## config.mk

```make
export PLATFORM = sky130hd
export DESIGN_NAME = pflt_queue
export DESIGN_NICKNAME = d
export VERILOG_FILES = /design/src/hdl/pflt_pkg.sv /design/src/hdl/pflt_queue.sv
export SDC_FILE = /design/constraint.sdc
export NUM_CORES = 1
export LEC_CHECK = 0
export ABC_AREA = 0
export BUFFER_PORTS_ARGS = -buffer_cell sky130_fd_sc_hd__buf_2
export CAP_MARGIN = 10
export CORE_ASPECT_RATIO = 0.5
export CORE_UTILIZATION = 45
export DETAILED_ROUTE_END_ITERATION = 8
export MAX_ROUTING_LAYER = met4
export PLACE_DENSITY = 0.8
export SKIP_LAST_GASP = 1
export SYNTH_ARGS = -nofsm -noshare
export SYNTH_HDL_FRONTEND = slang
export SYNTH_SLANG_ARGS = --single-unit
```

## constraint.sdc

```tcl
create_clock -name clk_i -period 8.1 [get_ports clk_i]
set_input_delay 1.215 -clock clk_i [delete_from_list [all_inputs] [get_ports clk_i]]
set_output_delay 1.215 -clock clk_i [all_outputs]
set_load 0.05 [all_outputs]
```

## src/hdl/pflt_pkg.sv

```systemverilog
package pflt_pkg;

  localparam int unsigned PEER_SLOTS_DEF = 64;
  localparam int unsigned Q_DEPTH = 2;

  localparam logic [7:0]  FAIL_LIMIT_RST = 8'd5;
  localparam logic [15:0] LOCKOUT_RST = 16'd30;

  localparam int unsigned CFG_IDX_W = 2;
  localparam int unsigned CFG_DATA_W = 16;
  localparam logic [CFG_IDX_W-1:0] REG_FAIL_LIMIT = 2'd0;
  localparam logic [CFG_IDX_W-1:0] REG_LOCKOUT_SECONDS = 2'd1;

  localparam logic [1:0] MODE_CHECK = 2'd0;
  localparam logic [1:0] MODE_FAILURE = 2'd1;
  localparam logic [1:0] MODE_SUCCESS = 2'd2;

  typedef enum logic [1:0] {
    OP_NONE,
    OP_CHECK,
    OP_FAIL,
    OP_PASS
  } op_e;

  typedef enum logic {
    ST_IDLE,
    ST_APPLY
  } back_state_e;

  typedef struct packed {
    op_e         op;
    logic [63:0] peer_key;
    logic [31:0] now_seconds;
    logic [31:0] deadline;
  } pflt_req_t;

endpackage

```

## src/hdl/pflt_queue.sv

```systemverilog
module pflt_queue import pflt_pkg::*; (
  input  logic      clk_i,
  input  logic      rst_ni,
  input  logic      push_i,
  input  pflt_req_t push_data_i,
  output logic      full_o,
  input  logic      pop_i,
  output logic      empty_o,
  output pflt_req_t head_o
);

  localparam int unsigned PTR_W = (Q_DEPTH > 1) ? $clog2(Q_DEPTH) : 1;
  localparam int unsigned CNT_W = $clog2(Q_DEPTH + 1);

  pflt_req_t        mem_q [Q_DEPTH];
  logic [PTR_W-1:0] wr_ptr_q, wr_ptr_d, rd_ptr_q, rd_ptr_d;
  logic [CNT_W-1:0] cnt_q, cnt_d;

  assign full_o  = (cnt_q == CNT_W'(Q_DEPTH));
  assign empty_o = (cnt_q == '0);
  assign head_o  = mem_q[rd_ptr_q];

  always_comb begin
    wr_ptr_d = wr_ptr_q;
    rd_ptr_d = rd_ptr_q;
    cnt_d    = cnt_q;
    if (push_i) begin
      wr_ptr_d = (wr_ptr_q == PTR_W'(Q_DEPTH - 1)) ? '0 : wr_ptr_q + 1'b1;
    end
    if (pop_i) begin
      rd_ptr_d = (rd_ptr_q == PTR_W'(Q_DEPTH - 1)) ? '0 : rd_ptr_q + 1'b1;
    end
    if (push_i && !pop_i) begin
      cnt_d = cnt_q + 1'b1;
    end else if (pop_i && !push_i) begin
      cnt_d = cnt_q - 1'b1;
    end
  end

  always_ff @(posedge clk_i or negedge rst_ni) begin
    if (!rst_ni) begin
      wr_ptr_q <= '0;
      rd_ptr_q <= '0;
      cnt_q    <= '0;
    end else begin
      wr_ptr_q <= wr_ptr_d;
      rd_ptr_q <= rd_ptr_d;
      cnt_q    <= cnt_d;
    end
  end

  always_ff @(posedge clk_i) begin
    if (push_i) begin
      mem_q[wr_ptr_q] <= push_data_i;
    end
  end

endmodule

```

==> run summary <==
Status -> completed
Syn Inst Count -> 421
Largest buffer count on any clock path -> 3
Setup Total Neg Slack -> 0 ps
Total Power -> 5.20 mW
RSZ-0062 raised after global routing -> no
Average wire per standard cell -> 18.3 um
Measured slew at the worst slew-check pin -> 997 ps
CTS hold repair buffers -> 0
Die Y-Extent -> 107 um
Vias in the first global route -> 5,091
Routed vias/inst -> 4.79
Post-detailed-route DRC marker count -> 0
Grt ovf -> 0
CORE AREA -> 0.0217 mm2
# rows -> 38
Port buffer count -> 265
Setup Fix Bufs, Post-CTS -> 0
Worst-skew pair later-pin latency -> 510 ps
Clock buffer count from CTS -> 24
RR Endpoint -> mem_q[1][70]$_DFFE_PP_
Req. time, crit path -> 6880 ps
Syn Nets -> 556
Setup slack after layout -> 4000 ps
CP Max Fanout -> 53
Sequential area share after synthesis -> 79.5%
Final hold viol count -> 0
Worst slack, placed -> 4530 ps
Hold WC Path Type -> in2async
Via count -> 4,885
FF-to-FF Start -> wr_ptr_q$_DFFE_PN0P_
Syn avg cell area -> 23.6 um2
CP endpoint kind -> output port
First-pass GRT wire length -> 27,300 um
Final hold slack -> 497 ps
Register-to-Register Path Depth -> 2
#FFs+latches synth -> 264
Final Wtd Congestion -> 0.779
Initial antenna violation count -> 4
P_leak -> 4.88 nW
Final WL -> 18,600 um
Synth-to-layout area growth -> 24.3%
R2R Setup Slk -> 5590 ps
Clock Pin Slew Worst Setup and Hold Paths -> 60 ps
Final period util -> 50.7%
Largest net degree at the start of global routing -> 101
Post-synthesis cell area -> 0.00994 mm2
Power per cell area -> 421 mW/mm2
Chip width -> 212 um
Root Buffer -> clkbuf_16
Top-Level Pins -> 266
DP HPWL -> 12,300 um
Setup violators final -> 0
1st-iter DRT viols -> 274
Worst slew margin -> 33.6%
First-pass DRT Iterations -> 4
Sink Count -> 264
Worst path arrival time -> 2890 ps
Final Critical Period -> 4100 ps
Ratio of cells with drive above 1 in the final layout -> 60.5%
Final ANT Viol Nets -> 0
CTS H-Tree Depth -> 1
Die area -> 0.0227 mm2
WS Path Type -> reg2out
Post-CTS sizing -> 0
YS warnings -> 0
Placed Instances -> 975
Fmax -> 244 MHz
Max-cap viol count -> 0
Slew Limit Fails -> 0
Peak VDD IR -> 349 uV
Overall Global Routing Usage -> 16.3%
CTS tree -> yes
Final Net Count -> 836
Setup Skew -> 8.45 ps
Count of cell types in the netlist -> 14
Starting density of the core -> 45.9%
Post-route insts no fill -> 1,020
Startpoint Class -> flip-flop
==> worst max path at each step <==
| stage | from | endpoint | slack [ps] | cells past startpoint |
|---|---|---|---|---|
| final | rd_ptr_q$_DFFE_PN0P_ | head_o[45] | 4000 | 3 |
| after global placement | rd_ptr_q$_DFFE_PN0P_ | head_o[10] | 4560 | 3 |
| after global routing | rd_ptr_q$_DFFE_PN0P_ | head_o[48] | 3870 | 3 |
| after CTS | rd_ptr_q$_DFFE_PN0P_ | head_o[45] | 3970 | 3 |
| after detailed placement | rd_ptr_q$_DFFE_PN0P_ | head_o[73] | 4530 | 3 |
| after floorplan | push_i | mem_q[0][0]$_DFFE_PP_ | 620 | 1 |
==> registers in the layout, summed over array words and instances, names as in the netlist <==
| register | cells |
|---|---|
| cnt_q | 2 |
| wr_ptr_q | 1 |
| mem_q | 260 |
| rd_ptr_q | 1 |
==> power breakdown <==
group | switching, mW | internal [mW] | leakage [nW]
Combinational | 1.47 | 0.646 | 2.02
Clock | 0.466 | 0.685 | 0.383
Sequential | 0.122 | 1.82 | 2.49
Total | 2.05 | 3.15 | 4.88
==> cells in the mapped netlist (all sizes together) <==
library cell | count | area share (%)
xor2 | 4 | 0.35
xnor2 | 1 | 0.088
ha | 1 | 0.13
buf | 15 | 1.5
inv | 1 | 0.038
dfrtp | 4 | 1.0
nor2b | 2 | 0.13
mux2 | 130 | 18
and2 | 1 | 0.063
nor2 | 2 | 0.076
edfxtp | 260 | 79
==> worst max-delay path, cell delays in order, from the launching register on <==
cell and delay [ps]:
dfrtp_4 920, buf_4 800, mux2_4 370, buf_2 210
==> routing by layer <==
metal	global-route usage, %	wire length [um]	vias to the layer above
li1	-	-	2236
met1	18.7	7270	2486
met2	28.2	10000	113
met3	3.34	683	50
met4	6.47	630	0
met5	-	0	-
==> per-stage QoR <==
step                      instance area [um2]  util [%]
final                                   12400      57.0
after global routing                    12400      57.0
after CTS                               12300      57.0
after detailed placement                11600      53.3
after global placement                  11600      53.3
after floorplan                          9940         -
==> layout by cell type, fill, tap and decap left out <==
cell,synthesis,routed
dfrtp_4,0,1
buf_2,4,265
nor2b_4,0,1
clkinv_2,0,1
clkbuf_16,0,25
and2_4,0,1
diode_2,0,4
ha_1,1,1
buf_12,0,1
inv_1,1,1
bufinv_16,0,4
buf_4,0,3
dfrtp_1,4,3
xor2_1,4,4
nor2b_1,2,1
clkinvlp_4,0,1
clkbuf_1,0,3
nor2_1,2,2
xnor2_1,1,1
clkinv_1,0,7
mux2_4,90,90
mux2_2,40,40
edfxtp_1,260,260
==> logic make-up after synthesis <==
kind of cell | after synthesis | synth area share (%)
flops | 264 | 79.5
mux | 130 | 18.1
buf+inv | 16 | 1.52
xor+xnor | 5 | 0.440
simple gates | 5 | 0.264
fa+ha+maj | 1 | 0.126
==> final cells by class <==
class,count,area (um2)
Tap cell,300,375
Clock inverter,13,159
Sequential cell,264,7910
Inverter,1,3.75
Fill cell,1677,9320
Clock buffer,28,637
Multi-Input combinational cell,141,1890
Antenna cell,4,10.0
Timing Repair Buffer,269,1370
(Power assumes the default switching activity.)
