<file path="config.mk">
export PLATFORM = sky130hd
export DESIGN_NAME = pflt_front
export DESIGN_NICKNAME = d
export VERILOG_FILES = /design/src/hdl/pflt_pkg.sv /design/src/hdl/pflt_front.sv
export SDC_FILE = /design/constraint.sdc
export NUM_CORES = 1
export LEC_CHECK = 0
export BUFFER_PORTS_ARGS = -buffer_cell sky130_fd_sc_hd__buf_4
export CAP_MARGIN = 20
export CELL_PAD_IN_SITES_DETAIL_PLACEMENT = 0
export CELL_PAD_IN_SITES_GLOBAL_PLACEMENT = 1
export CORE_UTILIZATION = 23
export DETAILED_ROUTE_END_ITERATION = 16
export GPL_ROUTABILITY_DRIVEN = 1
export PLACE_DENSITY_LB_ADDON = 0.1
export SYNTH_ARGS = -nofsm -noshare
export SYNTH_HDL_FRONTEND = slang
export SYNTH_SLANG_ARGS = --single-unit
</file>
<file path="constraint.sdc">
create_clock -name vclk -period 5.63
set_clock_uncertainty 0.1 [all_clocks]
set_input_delay 0.2815 -clock vclk [all_inputs]
set_output_delay 0.2815 -clock vclk [all_outputs]
set_load 0.01 [all_outputs]
</file>
<file path="src/hdl/pflt_pkg.sv">
package pflt_pkg;

  localparam int unsigned PEER_SLOTS_DEF = 64;
  localparam int unsigned Q_DEPTH = 2;

  localparam logic [7:0]  FAIL_LIMIT_RST = 8'd5;
  localparam logic [15:0] LOCKOUT_RST = 16'd30;

  localparam int unsigned CFG_IDX_W = 2;
  localparam int unsigned CFG_DATA_W = 16;
  localparam logic [CFG_IDX_W-1:0] REG_FAIL_LIMIT = 2'd0;
  localparam logic [CFG_IDX_W-1:0] REG_LOCKOUT_SECONDS = 2'd1;

  localparam logic [1:0] MODE_CHECK = 2'd0;
  localparam logic [1:0] MODE_FAILURE = 2'd1;
  localparam logic [1:0] MODE_SUCCESS = 2'd2;

  typedef enum logic [1:0] {
    OP_NONE,
    OP_CHECK,
    OP_FAIL,
    OP_PASS
  } op_e;

  typedef enum logic {
    ST_IDLE,
    ST_APPLY
  } back_state_e;

  typedef struct packed {
    op_e         op;
    logic [63:0] peer_key;
    logic [31:0] now_seconds;
    logic [31:0] deadline;
  } pflt_req_t;

endpackage

</file>
<file path="src/hdl/pflt_front.sv">
module pflt_front import pflt_pkg::*; (
  input  logic        in_valid_i,
  output logic        in_stall_o,
  input  logic [1:0]  mode_i,
  input  logic [63:0] peer_key_i,
  input  logic [31:0] now_seconds_i,
  input  logic [15:0] lockout_seconds_i,
  input  logic        q_full_i,
  output logic        q_push_o,
  output pflt_req_t   q_data_o
);

  logic [32:0] dl_sum;

  assign in_stall_o = q_full_i;
  assign q_push_o   = in_valid_i && !q_full_i;

  // The lockout deadline saturates at the largest time value.
  assign dl_sum = {1'b0, now_seconds_i} + {17'b0, lockout_seconds_i};

  always_comb begin
    q_data_o.peer_key    = peer_key_i;
    q_data_o.now_seconds = now_seconds_i;
    q_data_o.deadline    = dl_sum[32] ? 32'hFFFF_FFFF : dl_sum[31:0];
    case (mode_i)
      MODE_CHECK:   q_data_o.op = OP_CHECK;
      MODE_FAILURE: q_data_o.op = OP_FAIL;
      MODE_SUCCESS: q_data_o.op = OP_PASS;
      default:      q_data_o.op = OP_NONE;
    endcase
  end

endmodule

</file>
==> impl_results.html <==
<table>
<tr><th>Metric</th><th>Value</th></tr>
<tr><th colspan="2">Power and ir drop</th></tr>
<tr><td>Power density over the cells</td><td>107.5 nW/um2</td></tr>
<tr><td>Maximum VDD drop</td><td>0.00004048 V</td></tr>
<tr><td>Total leakage power</td><td>1.197 nW</td></tr>
<tr><th colspan="2">Route</th></tr>
<tr><td>Drt drc</td><td>0</td></tr>
<tr><td>Wire length per cell</td><td>15.36 um</td></tr>
<tr><td>Wire length reported by the detailed router</td><td>6758 um</td></tr>
<tr><td>DRC marker count from the first detailed-route iteration</td><td>52</td></tr>
<tr><td>DRT Pass-1 Iters</td><td>4</td></tr>
<tr><td>Routed via count divided by cell count</td><td>4.798</td></tr>
<tr><td>Post-DRT Antenna Nets</td><td>0</td></tr>
<tr><td>Vias after detailed routing</td><td>2111</td></tr>
<tr><th colspan="2">Clock network</th></tr>
<tr><td>CTS Hold Bufs</td><td>0</td></tr>
<tr><td>Quantity of gates resized following cts</td><td>0</td></tr>
<tr><td>Post-CTS setup-driven buffer insertion count</td><td>0</td></tr>
<tr><th colspan="2">Final layout</th></tr>
<tr><td>Total inserted antenna cells</td><td>0</td></tr>
<tr><td>Growth of design area from synthesis to finish</td><td>13.33%</td></tr>
<tr><td>Share of cells above drive strength 1</td><td>0.3976</td></tr>
<tr><td>Footprint of the flip-flops and latches</td><td>0 um2</td></tr>
<tr><td>Net count of the finished layout</td><td>470</td></tr>
<tr><td>Layout clock buffers</td><td>0</td></tr>
<tr><td>Seq Cell Count</td><td>0</td></tr>
<tr><td>Core utilization of the finished layout</td><td>0.2753</td></tr>
<tr><th colspan="2">Global route</th></tr>
<tr><td>GRT Residual Overflow</td><td>0</td></tr>
<tr><td>Number of global-route vias before repair</td><td>1997</td></tr>
<tr><td>Antenna violations before repair</td><td>0</td></tr>
<tr><td>Wire length of the first global-routing pass</td><td>10270 um</td></tr>
<tr><td>Maximum number of pins on one net before global-route repair</td><td>19</td></tr>
<tr><td>Global-route usage over all layers</td><td>0.1271</td></tr>
<tr><th colspan="2">Synthesis</th></tr>
<tr><td>Number of library cell types mapped by synthesis</td><td>44</td></tr>
<tr><td>Sequential share of the synthesized area</td><td>0</td></tr>
<tr><td>Netlist Area Pre-Place</td><td>roughly 2200 um2</td></tr>
<tr><td>Ranking of synthesized cells by area</td><td>buf_4 34%, ha_1 11%, a21oi_1 5.1%, nand2_1 5.0%, a31oi_1 3.2%</td></tr>
<tr><td>Number of instances in the synthesized netlist</td><td>around 310</td></tr>
<tr><td>Average footprint of a synthesized cell</td><td>just under 7 um2</td></tr>
<tr><td>Net count of the mapped netlist</td><td>448</td></tr>
<tr><td>Share of Yosys cell area claimed by the top area cell type</td><td>0.3407</td></tr>
<tr><td>Cell taking the most area after synthesis</td><td>buf_4</td></tr>
<tr><td>Yosys warns</td><td>0</td></tr>
<tr><th colspan="2">Worst setup path</th></tr>
<tr><td>Kind of end point of the critical path</td><td>primary output</td></tr>
<tr><td>CP Data Required Time</td><td>5250 ps</td></tr>
<tr><td>Crit Path Max Fanout</td><td>18</td></tr>
<tr><td>Crit path DAT</td><td>3110 ps</td></tr>
<tr><td>Type of the setup path with the least slack</td><td>input port to primary output</td></tr>
<tr><td>Startpoint types</td><td>input port</td></tr>
<tr><th colspan="2">Floorplanning</th></tr>
<tr><td>Height of the die</td><td>98.90 um</td></tr>
<tr><td>Area inside the core boundary</td><td>8891 um2</td></tr>
<tr><td>Die X</td><td>98.90 um</td></tr>
<tr><td>Initial cell density of the core</td><td>0.2429</td></tr>
<tr><td>Count of pins on the block boundary</td><td>248</td></tr>
<tr><td>Cell row count</td><td>34</td></tr>
<tr><td>Die area</td><td>9781 um2</td></tr>
<tr><th colspan="2">Timing</th></tr>
<tr><td>Fin. Hold Viols</td><td>0</td></tr>
<tr><td>Worst-Margin Slew</td><td>a little under 700 ps</td></tr>
<tr><td>Fin Setup TNS</td><td>0 ps</td></tr>
<tr><td>Peak Freq</td><td>~290 MHz</td></tr>
<tr><td>Final Critical Period</td><td>3491 ps</td></tr>
<tr><td>Max transition margin</td><td>0.5472</td></tr>
<tr><td>Setup repair after global routing missed its margin</td><td>false</td></tr>
<tr><td>Final count of pins violating max slew</td><td>0</td></tr>
<tr><td>Final count of negative-setup-slack endpoints</td><td>0</td></tr>
<tr><td>Worst hold slack</td><td>approximately 460 ps</td></tr>
<tr><td>Share of the clock period used by the worst path</td><td>0.6202</td></tr>
<tr><th colspan="2">Min path</th></tr>
<tr><td>Min-delay worst type</td><td>input port to primary output</td></tr>
<tr><th colspan="2">Placed design</th></tr>
<tr><td>HPWL reported at the end of detailed placement</td><td>between 5000 and 6000 um</td></tr>
<tr><td>IO Port Bufs</td><td>120</td></tr>
<tr><td>Placer's final routability congestion estimate</td><td>~0.76</td></tr>
<tr><th colspan="2">Run</th></tr>
<tr><td>Max-cap viol count</td><td>0</td></tr>
<tr><th colspan="2">Status</th></tr>
<tr><td>Outcome</td><td>completed</td></tr>
</table>
-- synth_stat cells (all sizes together) --
master,number
a31o,2
nor2b,3
o211ai,5
buf,101
o31a,2
nand2b,5
a221o,1
or3,3
nor3,6
o32ai,2
mux2,6
a21boi,1
fa,1
or2,1
nand4,3
o31ai,3
inv,9
a31oi,11
nand3,8
o21bai,2
a22o,1
ha,19
nor4,1
and2,8
xor2,4
xnor2,7
and4,2
o21a,6
nand2,29
o2111ai,2
o21ai,13
and3,7
a21oi,23
mux2i,1
nor2,11
a21o,3
-- where the power goes --
group	internal, mW	leakage (nW)	switching [mW]
logic	0.131	1.20	0.132
registers	0	0	0
clock network	0	0	0
-- metrics by stage --
step	total power, mW	instances	area (um2)	setup slack [ps]
after global placement	0.2681	440	2447	2149
after floorplan	0.1957	312	2160	2980
after detailed placement	0.2662	440	2447	2084
after CTS	0.2675	440	2447	2081
after global routing	0.2894	440	2447	1972
final	0.2630	440	2447	2139
-- worst max-delay path, stage by stage --
cell and delay (ps):
buf_4 110, ha_1 210, fa_1 410, a21o_1 210, a221o_1 380, a22o_1 250
o21ai_2 430, buf_4 340, nand2_1 70, mux2_2 260, buf_4 140
-- cell families after synthesis --
kind of cell	count (synthesis)	share of synthesized area
compound gates	77	0.2294
fa+ha+maj	20	0.1194
mux	7	0.03592
buf+inv	110	0.3656
xor+xnor	11	0.04461
simple gates	87	0.2051
-- layout by cell type, fill, tap and decap left out, types with 3 or more instances in the layout --
master / count
a21o_1: 3
a21oi_1: 22
a31oi_1: 11
and2_1: 8
and3_1: 7
buf_4: 121
ha_1: 19
inv_1: 9
mux2_2: 6
nand2_1: 29
nand2b_1: 5
nand3_1: 8
nand4_1: 3
nor2_1: 11
nor2b_1: 3
nor3_1: 6
o211ai_1: 5
o21a_1: 6
o21ai_0: 11
o31ai_1: 3
xnor2_1: 7
xor2_1: 4
-- routing by layer --
metal	GRT usage	vias up	routed length, um
li1	-	1051	-
met3	0.01560	20	487
met5	0	-	0
met2	0.2119	97	3128
met1	0.1794	943	3084
met4	0.01378	0	58
-- worst paths after layout --
check | slack, ps | from | to | depth (start not counted)
max | 2140 | now_seconds_i[0] | q_data_o[17] | 11
min | 460 | peer_key_i[38] | q_data_o[102] | 0
-- area by class of cell --
cell class	instances	area, um2
well taps	108	135.1
repair buffers	121	908.4
fillers	1001	6444
multi-input cells	202	1370
inverters	9	33.78
Note: power is estimated with default switching activity, not from simulation.
